==> config.mk <==
export PLATFORM = sky130hd
export DESIGN_NAME = maze_path_record_simplify_replay_core
export DESIGN_NICKNAME = d
export VERILOG_FILES = /design/src/rtl/core/mps_pkg.sv /design/src/rtl/core/mps_cell.sv /design/src/rtl/core/maze_path_record_simplify_replay_core.sv
export SDC_FILE = /design/constraint.sdc
export NUM_CORES = 1
export LEC_CHECK = 0
export BUFFER_PORTS_ARGS = -buffer_cell sky130_fd_sc_hd__buf_2
export CORE_MARGIN = 4
export CORE_UTILIZATION = 67
export CTS_CLUSTER_SIZE = 12
export DETAILED_ROUTE_END_ITERATION = 6
export PLACE_DENSITY_LB_ADDON = 0.25
export SLEW_MARGIN = 20
export SYNTH_ARGS = -nofsm -noshare
export SYNTH_HDL_FRONTEND = slang
export SYNTH_SLANG_ARGS = --single-unit
==> constraint.sdc <==
create_clock -name clk -period 27.7 [get_ports clk]
set_clock_uncertainty 0.05 [all_clocks]
set_input_delay 6.925 -clock clk [delete_from_list [all_inputs] [get_ports clk]]
set_output_delay 6.925 -clock clk [all_outputs]
set_load 0.005 [all_outputs]
==> src/rtl/core/mps_pkg.sv <==
// Shared move codes, command codes, cell control word and fold function for the path store.
`default_nettype none

package mps_pkg;

  // Store geometry defaults and fixed field widths
  localparam int MAX_MOVES_DEF = 64;
  localparam int MOVE_W        = 2;
  localparam int MOVE_OUT_W    = 3;
  localparam int IDX_W         = 7;
  localparam int LEN_W         = 7;

  typedef logic [MOVE_W-1:0] move_t;

  // Move codes
  localparam move_t MV_STRAIGHT = 2'd0;
  localparam move_t MV_LEFT     = 2'd1;
  localparam move_t MV_RIGHT    = 2'd2;
  localparam move_t MV_BACK     = 2'd3;
  localparam logic [MOVE_OUT_W-1:0] MV_NONE = 3'd4;

  // Command codes
  localparam logic [1:0] CMD_RECORD   = 2'd0;
  localparam logic [1:0] CMD_SIMPLIFY = 2'd1;
  localparam logic [1:0] CMD_READ     = 2'd2;

  // Store chain operations
  localparam logic [1:0] SOP_HOLD = 2'd0;
  localparam logic [1:0] SOP_PUSH = 2'd1;
  localparam logic [1:0] SOP_FOLD = 2'd2;

  // Lane chain operations
  localparam logic [1:0] LOP_HOLD = 2'd0;
  localparam logic [1:0] LOP_LOAD = 2'd1;
  localparam logic [1:0] LOP_UP   = 2'd2;
  localparam logic [1:0] LOP_DOWN = 2'd3;

  // Control word broadcast to every cell
  typedef struct packed {
    logic [1:0] store_op;
    logic [1:0] lane_op;
  } cell_ctrl_t;

  // Clockwise heading change in quarter turns
  function automatic logic [1:0] quarter_turns(input move_t mv);
    logic [1:0] q;
    begin
      unique case (mv)
        MV_RIGHT: q = 2'd1;
        MV_BACK:  q = 2'd2;
        MV_LEFT:  q = 2'd3;
        default:  q = 2'd0;
      endcase
      return q;
    end
  endfunction

  // Collapse (a, back, b) into one move: a + half turn + b, modulo a full turn
  function automatic move_t fold_moves(input move_t a, input move_t b);
    logic [1:0] net;
    move_t      mv;
    begin
      net = quarter_turns(a) + 2'd2 + quarter_turns(b);
      unique case (net)
        2'd1:    mv = MV_RIGHT;
        2'd2:    mv = MV_BACK;
        2'd3:    mv = MV_LEFT;
        default: mv = MV_STRAIGHT;
      endcase
      return mv;
    end
  endfunction

endpackage

`default_nettype wire

==> src/rtl/core/mps_cell.sv <==
// One cell of the path chain: a stored move plus a lane register for scanning it out.
`default_nettype none

module mps_cell
  import mps_pkg::*;
#(
  parameter bit HEAD = 1'b0
) (
  input  wire             clk,
  input  wire cell_ctrl_t ctrl,
  input  wire move_t      store_lo,
  input  wire move_t      store_hi,
  input  wire move_t      lane_lo,
  input  wire move_t      lane_hi,
  output move_t           store_q,
  output move_t           lane_q
);

  move_t store, store_next;
  move_t lane, lane_next;

  // Pick the stored move: push takes the lower neighbor, fold pulls from above except in the head cell
  always_comb begin
    store_next = store;
    unique case (ctrl.store_op)
      SOP_PUSH: store_next = store_lo;
      SOP_FOLD: store_next = HEAD ? store_lo : store_hi;
      default:  store_next = store;
    endcase
  end

  // Pick the lane value: load a snapshot or shift either way
  always_comb begin
    lane_next = lane;
    unique case (ctrl.lane_op)
      LOP_LOAD: lane_next = store;
      LOP_UP:   lane_next = lane_lo;
      LOP_DOWN: lane_next = lane_hi;
      default:  lane_next = lane;
    endcase
  end

  always_ff @(posedge clk) begin
    store <= store_next;
    lane  <= lane_next;
  end

  assign store_q = store;
  assign lane_q  = lane;

endmodule

`default_nettype wire

==> src/rtl/core/maze_path_record_simplify_replay_core.sv <==
// Maze path store top level: command decode, sequencing and the row of move cells.
//
// Usage:
//   Commands enter on the s_ side (tuser = command, tdata = move and index);
//   every command returns one word on the m_ side with the move read (or none),
//   the path length and the sticky overflow flag.
//   Moves sit in a chain of MAX_MOVES cells, newest move in cell 0.
//   Record: one push into the chain.
//   Read at index i of n moves: the lane chain shifts the snapshot toward
//     cell 0 one place per cycle; out of range reads return no move.
//   Simplify: for a non-empty path the snapshot walks out of the top of the
//     lane chain one move per cycle, oldest first, and each move is pushed
//     back onto the store, folding with the two below it when the one just
//     below is a back move. An empty path is left as it is.
//   One command is in work at a time; a new one is taken as soon as the
//   previous one has finished, even while its result still waits in the
//   output register. If the receiver stalls, the finished command holds
//   until the output register frees up.
//   Reset empties the store and clears the overflow flag; no clearing pass.
`default_nettype none

module maze_path_record_simplify_replay_core
  import mps_pkg::*;
#(
  parameter int MAX_MOVES = MAX_MOVES_DEF
) (
  input  wire         clk,
  input  wire         rst,
  input  wire         s_tvalid,
  output logic        s_tready,
  input  wire  [15:0] s_tdata,   // [1:0] move_in, [8:2] read_index, [15:9] zero
  input  wire  [1:0]  s_tuser,   // [1:0] command
  output logic        m_tvalid,
  input  wire         m_tready,
  output logic [15:0] m_tdata    // [2:0] move_out, [9:3] path_length, [10] overflowed
);

  localparam int CW = $clog2(MAX_MOVES + 1);
  localparam int XW = (CW > IDX_W) ? CW : IDX_W;
  localparam logic [CW-1:0] CAP = CW'(MAX_MOVES);

  localparam logic [2:0] ST_IDLE = 3'd0;
  localparam logic [2:0] ST_READ = 3'd1;
  localparam logic [2:0] ST_SKIP = 3'd2;
  localparam logic [2:0] ST_FEED = 3'd3;
  localparam logic [2:0] ST_DONE = 3'd4;

  // Control registers
  logic [2:0]            state, state_next;
  logic [CW-1:0]         count, count_next;
  logic                  overflow_latch, overflow_next;
  logic [CW-1:0]         step_cnt, step_next;
  logic [CW-1:0]         feed_cnt, feed_next;
  logic [MOVE_OUT_W-1:0] pend_move, pend_next;

  // Output register
  logic [MOVE_OUT_W-1:0] out_move;
  logic [LEN_W-1:0]      out_len;
  logic                  out_ovf;

  cell_ctrl_t ctrl;
  move_t      head_val;
  move_t      store_q [MAX_MOVES];
  move_t      lane_q  [MAX_MOVES];

  logic          s_accept;
  logic [1:0]    cmd;
  move_t         move_in;
  logic [XW-1:0] idx_x, count_x, dist_x;
  logic          out_load;
  move_t         feed_move;

  assign cmd      = s_tuser;
  assign move_in  = s_tdata[1:0];
  assign idx_x    = XW'(s_tdata[8:2]);
  assign count_x  = XW'(count);
  assign dist_x   = count_x - idx_x - XW'(1);
  assign s_tready = (state == ST_IDLE);
  assign s_accept = s_tvalid & s_tready;
  assign out_load = (state == ST_DONE) && (!m_tvalid || m_tready);
  assign feed_move = lane_q[MAX_MOVES-1];

  // Sequence commands and drive the cell chain
  always_comb begin
    state_next    = state;
    count_next    = count;
    overflow_next = overflow_latch;
    step_next     = step_cnt;
    feed_next     = feed_cnt;
    pend_next     = pend_move;
    ctrl.store_op = SOP_HOLD;
    ctrl.lane_op  = LOP_HOLD;
    head_val      = move_in;
    unique case (state)
      ST_IDLE: begin
        if (s_accept) begin
          pend_next  = MV_NONE;
          state_next = ST_DONE;
          case (cmd)
            CMD_RECORD: begin
              if (count >= CAP) begin
                overflow_next = 1'b1;
              end else begin
                ctrl.store_op = SOP_PUSH;
                count_next    = count + 1'b1;
              end
            end
            CMD_SIMPLIFY: begin
              if (count != '0) begin
                ctrl.lane_op = LOP_LOAD;
                count_next   = '0;
                step_next    = CAP - count;
                feed_next    = count;
                state_next   = ST_SKIP;
              end
            end
            CMD_READ: begin
              if (idx_x < count_x) begin
                ctrl.lane_op = LOP_LOAD;
                step_next    = dist_x[CW-1:0];
                state_next   = ST_READ;
              end
            end
            default: ;
          endcase
        end
      end
      ST_READ: begin
        // Shift the snapshot down until the wanted move sits in cell 0
        if (step_cnt == '0) begin
          pend_next  = {1'b0, lane_q[0]};
          state_next = ST_DONE;
        end else begin
          ctrl.lane_op = LOP_DOWN;
          step_next    = step_cnt - 1'b1;
        end
      end
      ST_SKIP: begin
        // Advance the oldest move to the top of the lane
        if (step_cnt == '0) begin
          state_next = ST_FEED;
        end else begin
          ctrl.lane_op = LOP_UP;
          step_next    = step_cnt - 1'b1;
        end
      end
      ST_FEED: begin
        // Push the next move back, folding over a back move just below
        ctrl.lane_op = LOP_UP;
        if (count >= CW'(2) && store_q[0] == MV_BACK) begin
          ctrl.store_op = SOP_FOLD;
          head_val      = fold_moves(store_q[1], feed_move);
          count_next    = count - 1'b1;
        end else begin
          ctrl.store_op = SOP_PUSH;
          head_val      = feed_move;
          count_next    = count + 1'b1;
        end
        feed_next = feed_cnt - 1'b1;
        if (feed_cnt == CW'(1)) begin
          state_next = ST_DONE;
        end
      end
      ST_DONE: begin
        if (out_load) begin
          state_next = ST_IDLE;
        end
      end
      default: state_next = ST_IDLE;
    endcase
  end

  always_ff @(posedge clk) begin
    if (rst) begin
      state          <= ST_IDLE;
      count          <= '0;
      overflow_latch <= 1'b0;
      step_cnt       <= '0;
      feed_cnt       <= '0;
      pend_move      <= MV_NONE;
      m_tvalid       <= 1'b0;
    end else begin
      state          <= state_next;
      count          <= count_next;
      overflow_latch <= overflow_next;
      step_cnt       <= step_next;
      feed_cnt       <= feed_next;
      pend_move      <= pend_next;
      if (out_load) begin
        m_tvalid <= 1'b1;
      end else if (m_tready) begin
        m_tvalid <= 1'b0;
      end
    end
  end

  // Capture the finished word
  always_ff @(posedge clk) begin
    if (out_load) begin
      out_move <= pend_move;
      out_len  <= count_x[LEN_W-1:0];
      out_ovf  <= overflow_latch;
    end
  end

  assign m_tdata = {5'b0, out_ovf, out_len, out_move};

  // Row of cells, each linked to its lower and upper neighbor
  for (genvar k = 0; k < MAX_MOVES; k++) begin : g_cell
    move_t st_lo, st_hi, ln_lo, ln_hi;
    if (k == 0) begin : g_head
      assign st_lo = head_val;
      assign ln_lo = MV_STRAIGHT;
    end else begin : g_body
      assign st_lo = store_q[k-1];
      assign ln_lo = lane_q[k-1];
    end
    if (k == MAX_MOVES - 1) begin : g_tail
      assign st_hi = MV_STRAIGHT;
      assign ln_hi = MV_STRAIGHT;
    end else begin : g_inner
      assign st_hi = store_q[k+1];
      assign ln_hi = lane_q[k+1];
    end
    mps_cell #(
      .HEAD (k == 0)
    ) u_cell (
      .clk      (clk),
      .ctrl     (ctrl),
      .store_lo (st_lo),
      .store_hi (st_hi),
      .lane_lo  (ln_lo),
      .lane_hi  (ln_hi),
      .store_q  (store_q[k]),
      .lane_q   (lane_q[k])
    );
  end

  // The path never holds more moves than there are cells
  a_count_cap: assert property (@(posedge clk) disable iff (rst)
    count <= CAP)
    else $error("path length beyond capacity");

  // Overflow stays set once raised
  a_ovf_sticky: assert property (@(posedge clk) disable iff (rst)
    overflow_latch |=> overflow_latch)
    else $error("overflow flag dropped");

  // A record with room grows the path by exactly one
  a_rec_grows: assert property (@(posedge clk) disable iff (rst)
    (s_accept && cmd == CMD_RECORD && count < CAP) |=> (count == $past(count) + 1'b1))
    else $error("record did not append");

  // While rebuilding, stack plus moves still to come fit in the chain
  a_feed_room: assert property (@(posedge clk) disable iff (rst)
    (state == ST_FEED) |-> ({1'b0, count} + {1'b0, feed_cnt} <= {1'b0, CAP}))
    else $error("simplify rebuild exceeds capacity");

endmodule

`default_nettype wire

==> flow_metrics.env <==
export IMPL_htreeDepth=1
export IMPL_fillers=1361
export IMPL_finalPower_mw=1.00
export IMPL_clkTransAtPathRegs_ps=60
export IMPL_nets=1121
export IMPL_coreArea_sq_mm=0.0210
export IMPL_register_area_sq_mm=0.00860
export IMPL_power_frac_comb=0.083
export IMPL_num_rows=53
export IMPL_cts_buffers=31
export IMPL_drtIter0Drc=1510
export IMPL_p_clk_frac=0.391
export IMPL_period_share=0.344
export IMPL_r2r_cells=8
export IMPL_p_leak_nw=5.28
export IMPL_syn_to_final_growth_pct=8.83
export IMPL_yosys_warnings=0
export IMPL_postCtsSetupBuffers=0
export IMPL_async_flop_share=0
export IMPL_min_to="out_ovf$_DFFE_PP_"
export IMPL_multi_input_area_sq_mm=0.00482
export IMPL_p_int_mw=0.770
export IMPL_worstReg2RegEnd="g_cell[7].u_cell.store_q[0]$_DFFE_PP_"
export IMPL_synthCells=1081
export IMPL_avgSynthCellArea_sq_um=13.2
export IMPL_grt_pass1_wl_um=46400
export IMPL_synth_edf_count=267
export IMPL_hold_depth=0
export IMPL_synth_top_cell_area_share=0.562
export IMPL_drt_wl_total_um=28300
export IMPL_min_path_type="register to register"
export IMPL_ys_flop_type="edfxtp_1"
export IMPL_start_util=0.679
export IMPL_min_from="overflow_latch$_SDFFE_PP0P_"
export IMPL_clk_path_buf_depth=3
export IMPL_drtAntennaViolNets=0
export IMPL_num_vias=9147
export IMPL_gr_total_overflow=0
export IMPL_via_per_inst=6.68
export IMPL_finalHoldViolations=0
export IMPL_hold_buffers=0
export IMPL_timing_rr_start="count[1]$_SDFFE_PP0P_"
export IMPL_grt_util_all_layers=0.234
export IMPL_drv_slew=0
export IMPL_dieHeight_um=154
export IMPL_synth_area_sq_mm=0.0143
export IMPL_antenna_found_initial=0
export IMPL_cp_end_kind="register"
export IMPL_switchingPower_mw=0.235
export IMPL_violations="DRC"
export IMPL_firstDrtPassIters=7
export IMPL_cap_violations=0
export IMPL_post_route_min_period_ps=9530
export IMPL_setup_tns_ps=0
export IMPL_dp_worst_setup_slack_ps=17400
export IMPL_cts_tree="done"
export IMPL_slew_headroom=0.291
export IMPL_drc=59
export IMPL_ys_ff_latch=296
export IMPL_ios=40
export IMPL_critPathMaxFanout=88
export IMPL_cts_root_buffer="clkbuf_16"
export IMPL_gp_congestion=0.890
export IMPL_cp_data_arrival_time_ps=9670
export IMPL_worstPathRequired_ps=27840
export IMPL_final_layout_size_suffix_gt1_frac=0.209
export IMPL_path_class="primary input to register"
export IMPL_switching_share=0.234
export IMPL_grt_max_degree=89
export IMPL_grt_pass1_vias=9033
export IMPL_seq_area_frac_synth=0.602
export IMPL_cts_sinks=296
export IMPL_dp_hpwl_um=16600
export IMPL_cp_start_kind="primary input"
export IMPL_synth_distinct_cells=73
export IMPL_post_drt_wl_per_cell_um=20.6
export IMPL_timing_final_ws_setup_ps=18170
export IMPL_synth_area_leader_cell="edfxtp_1"
export IMPL_diodes=0
export IMPL_die_area_sq_mm=0.0237
export IMPL_clock_fmax_mhz=105
export IMPL_chipWidth_um=154
export IMPL_powerDensity_mw_per_mm2=64.6
export IMPL_peakVddDrop_mv=0.0513
export IMPL_seq_power_share=0.526
export IMPL_synth_area_top_cells="edfxtp_1 (56%), mux2_2 (9.9%), a222oi_1 (8.7%)"
export IMPL_worst_pin_slew_ps=1060
export IMPL_setup_viol=0
export IMPL_reg2reg_setup_slack_ps=23220
export IMPL_outcome="finished, violations left"
export IMPL_cts_resized=0
export IMPL_io_buffers=27
export IMPL_worstSkewPairLatency_ps=570
export IMPL_rsz0062_at_grt="false"
-- power groups by stage --
stage | clock [mW] | sequential [mW] | combinational [mW]
2_1_floorplan | 0 | 0.536 | 0.0635
3_3_place_gp | 0 | 0.536 | 0.0791
3_5_place_dp | 0 | 0.537 | 0.0825
4_1_cts | 0.399 | 0.528 | 0.0835
5_1_grt | 0.418 | 0.530 | 0.0926
6_report | 0.392 | 0.528 | 0.0837
-- cell usage after synthesis, types with 5 or more instances --
master / instances
a211oi_1: 5
a21oi_1: 31
a222oi_1: 124
a31oi_1: 5
buf_1: 7
buf_2: 6
buf_4: 6
clkbuf_1: 63
dfxtp_1: 29
edfxtp_1: 267
ha_1: 26
inv_1: 153
mux2_2: 125
mux2i_1: 5
nand2_1: 37
nand3_1: 11
nor2_1: 28
nor3_1: 18
nor3b_1: 7
o21ai_0: 24
o32ai_2: 5
xnor2_1: 8
-- how the worst max path moves through the flow --
stage | from | endpoint | slack, ps | depth (start not counted)
2_1_floorplan | s_tdata[6] | g_cell[0].u_cell.lane_q[0]$_DFFE_PP_ | 10030 | 7
6_report | s_tuser[0] | g_cell[56].u_cell.lane_q[1]$_DFFE_PP_ | 18170 | 10
4_1_cts | s_tuser[0] | g_cell[63].u_cell.lane_q[1]$_DFFE_PP_ | 17990 | 10
3_3_place_gp | s_tuser[0] | g_cell[46].u_cell.lane_q[1]$_DFFE_PP_ | 17490 | 10
3_5_place_dp | s_tuser[0] | g_cell[42].u_cell.lane_q[1]$_DFFE_PP_ | 17400 | 10
5_1_grt | s_tuser[0] | g_cell[63].u_cell.lane_q[1]$_DFFE_PP_ | 17990 | 10
-- flip-flops by register name, summed over array words and instances (netlist names) --
signal / cells
count: 7
g_cell.u_cell.store_q: 128
m_tvalid: 1
g_cell.u_cell.lane_q: 128
step_cnt: 7
feed_cnt: 7
out_ovf: 1
state: 3
pend_move: 3
out_len: 7
out_move: 3
overflow_latch: 1
-- cell type report --
cell class	instances	area share
Clock buffer	50	0.0564
Clock inverter	6	0.00499
Inverter	153	0.0371
Multi-Input combinational cell	552	0.310
Sequential cell	296	0.553
Tap cell	275	0.0221
Timing Repair Buffer	38	0.0155
-- cell usage in the layout, fill, tap and decap left out, types with 8 or more instances in the layout --
master,n
xnor2_1,8
nor2_1,28
ha_1,25
nor3_1,18
edfxtp_1,267
mux2_2,125
clkbuf_16,31
nand3_1,11
buf_4,9
clkbuf_1,16
nand2_1,37
buf_2,27
inv_1,152
a21oi_1,30
dfxtp_1,29
o21ai_0,23
a222oi_1,124
-- cells by family after synthesis --
group	count (synthesis)	share of synthesized area
simple gates	138	0.0499
buf+inv	237	0.0655
compound gates	241	0.149
mux	130	0.102
other cells	1	0.000263
fa+ha+maj	27	0.0242
xor+xnor	11	0.00675
flops	296	0.602
-- per-layer routing --
metal | share of wire | wire length (um) | global-route usage
met1 | 0.43 | 12000 | 0.339
met4 | 0.016 | 462 | 0.0576
met3 | 0.072 | 2030 | 0.0315
met2 | 0.49 | 13800 | 0.380
met5 | 0 | 0 | 0
-- through the flow --
step                cells  instance area [sq um]  hold slack (ps)   util
global route         1370                  15500              403  0.739
detailed placement   1314                  14600              374  0.694
floorplan            1085                  14300              359      -
global placement     1313                  14600              379  0.692
CTS                  1370                  15500              388  0.739
finish               1370                  15500              389  0.739
-- worst max-delay path, stage by stage --
cell	delay, ps
buf_2	120
inv_1	70
ha_1	520
nor2b_1	200
o21ai_0	110
nor2_1	190
a21oi_1	100
o21ai_4	160
buf_4	460
buf_6	700
Power figures use the tool's default switching activity.
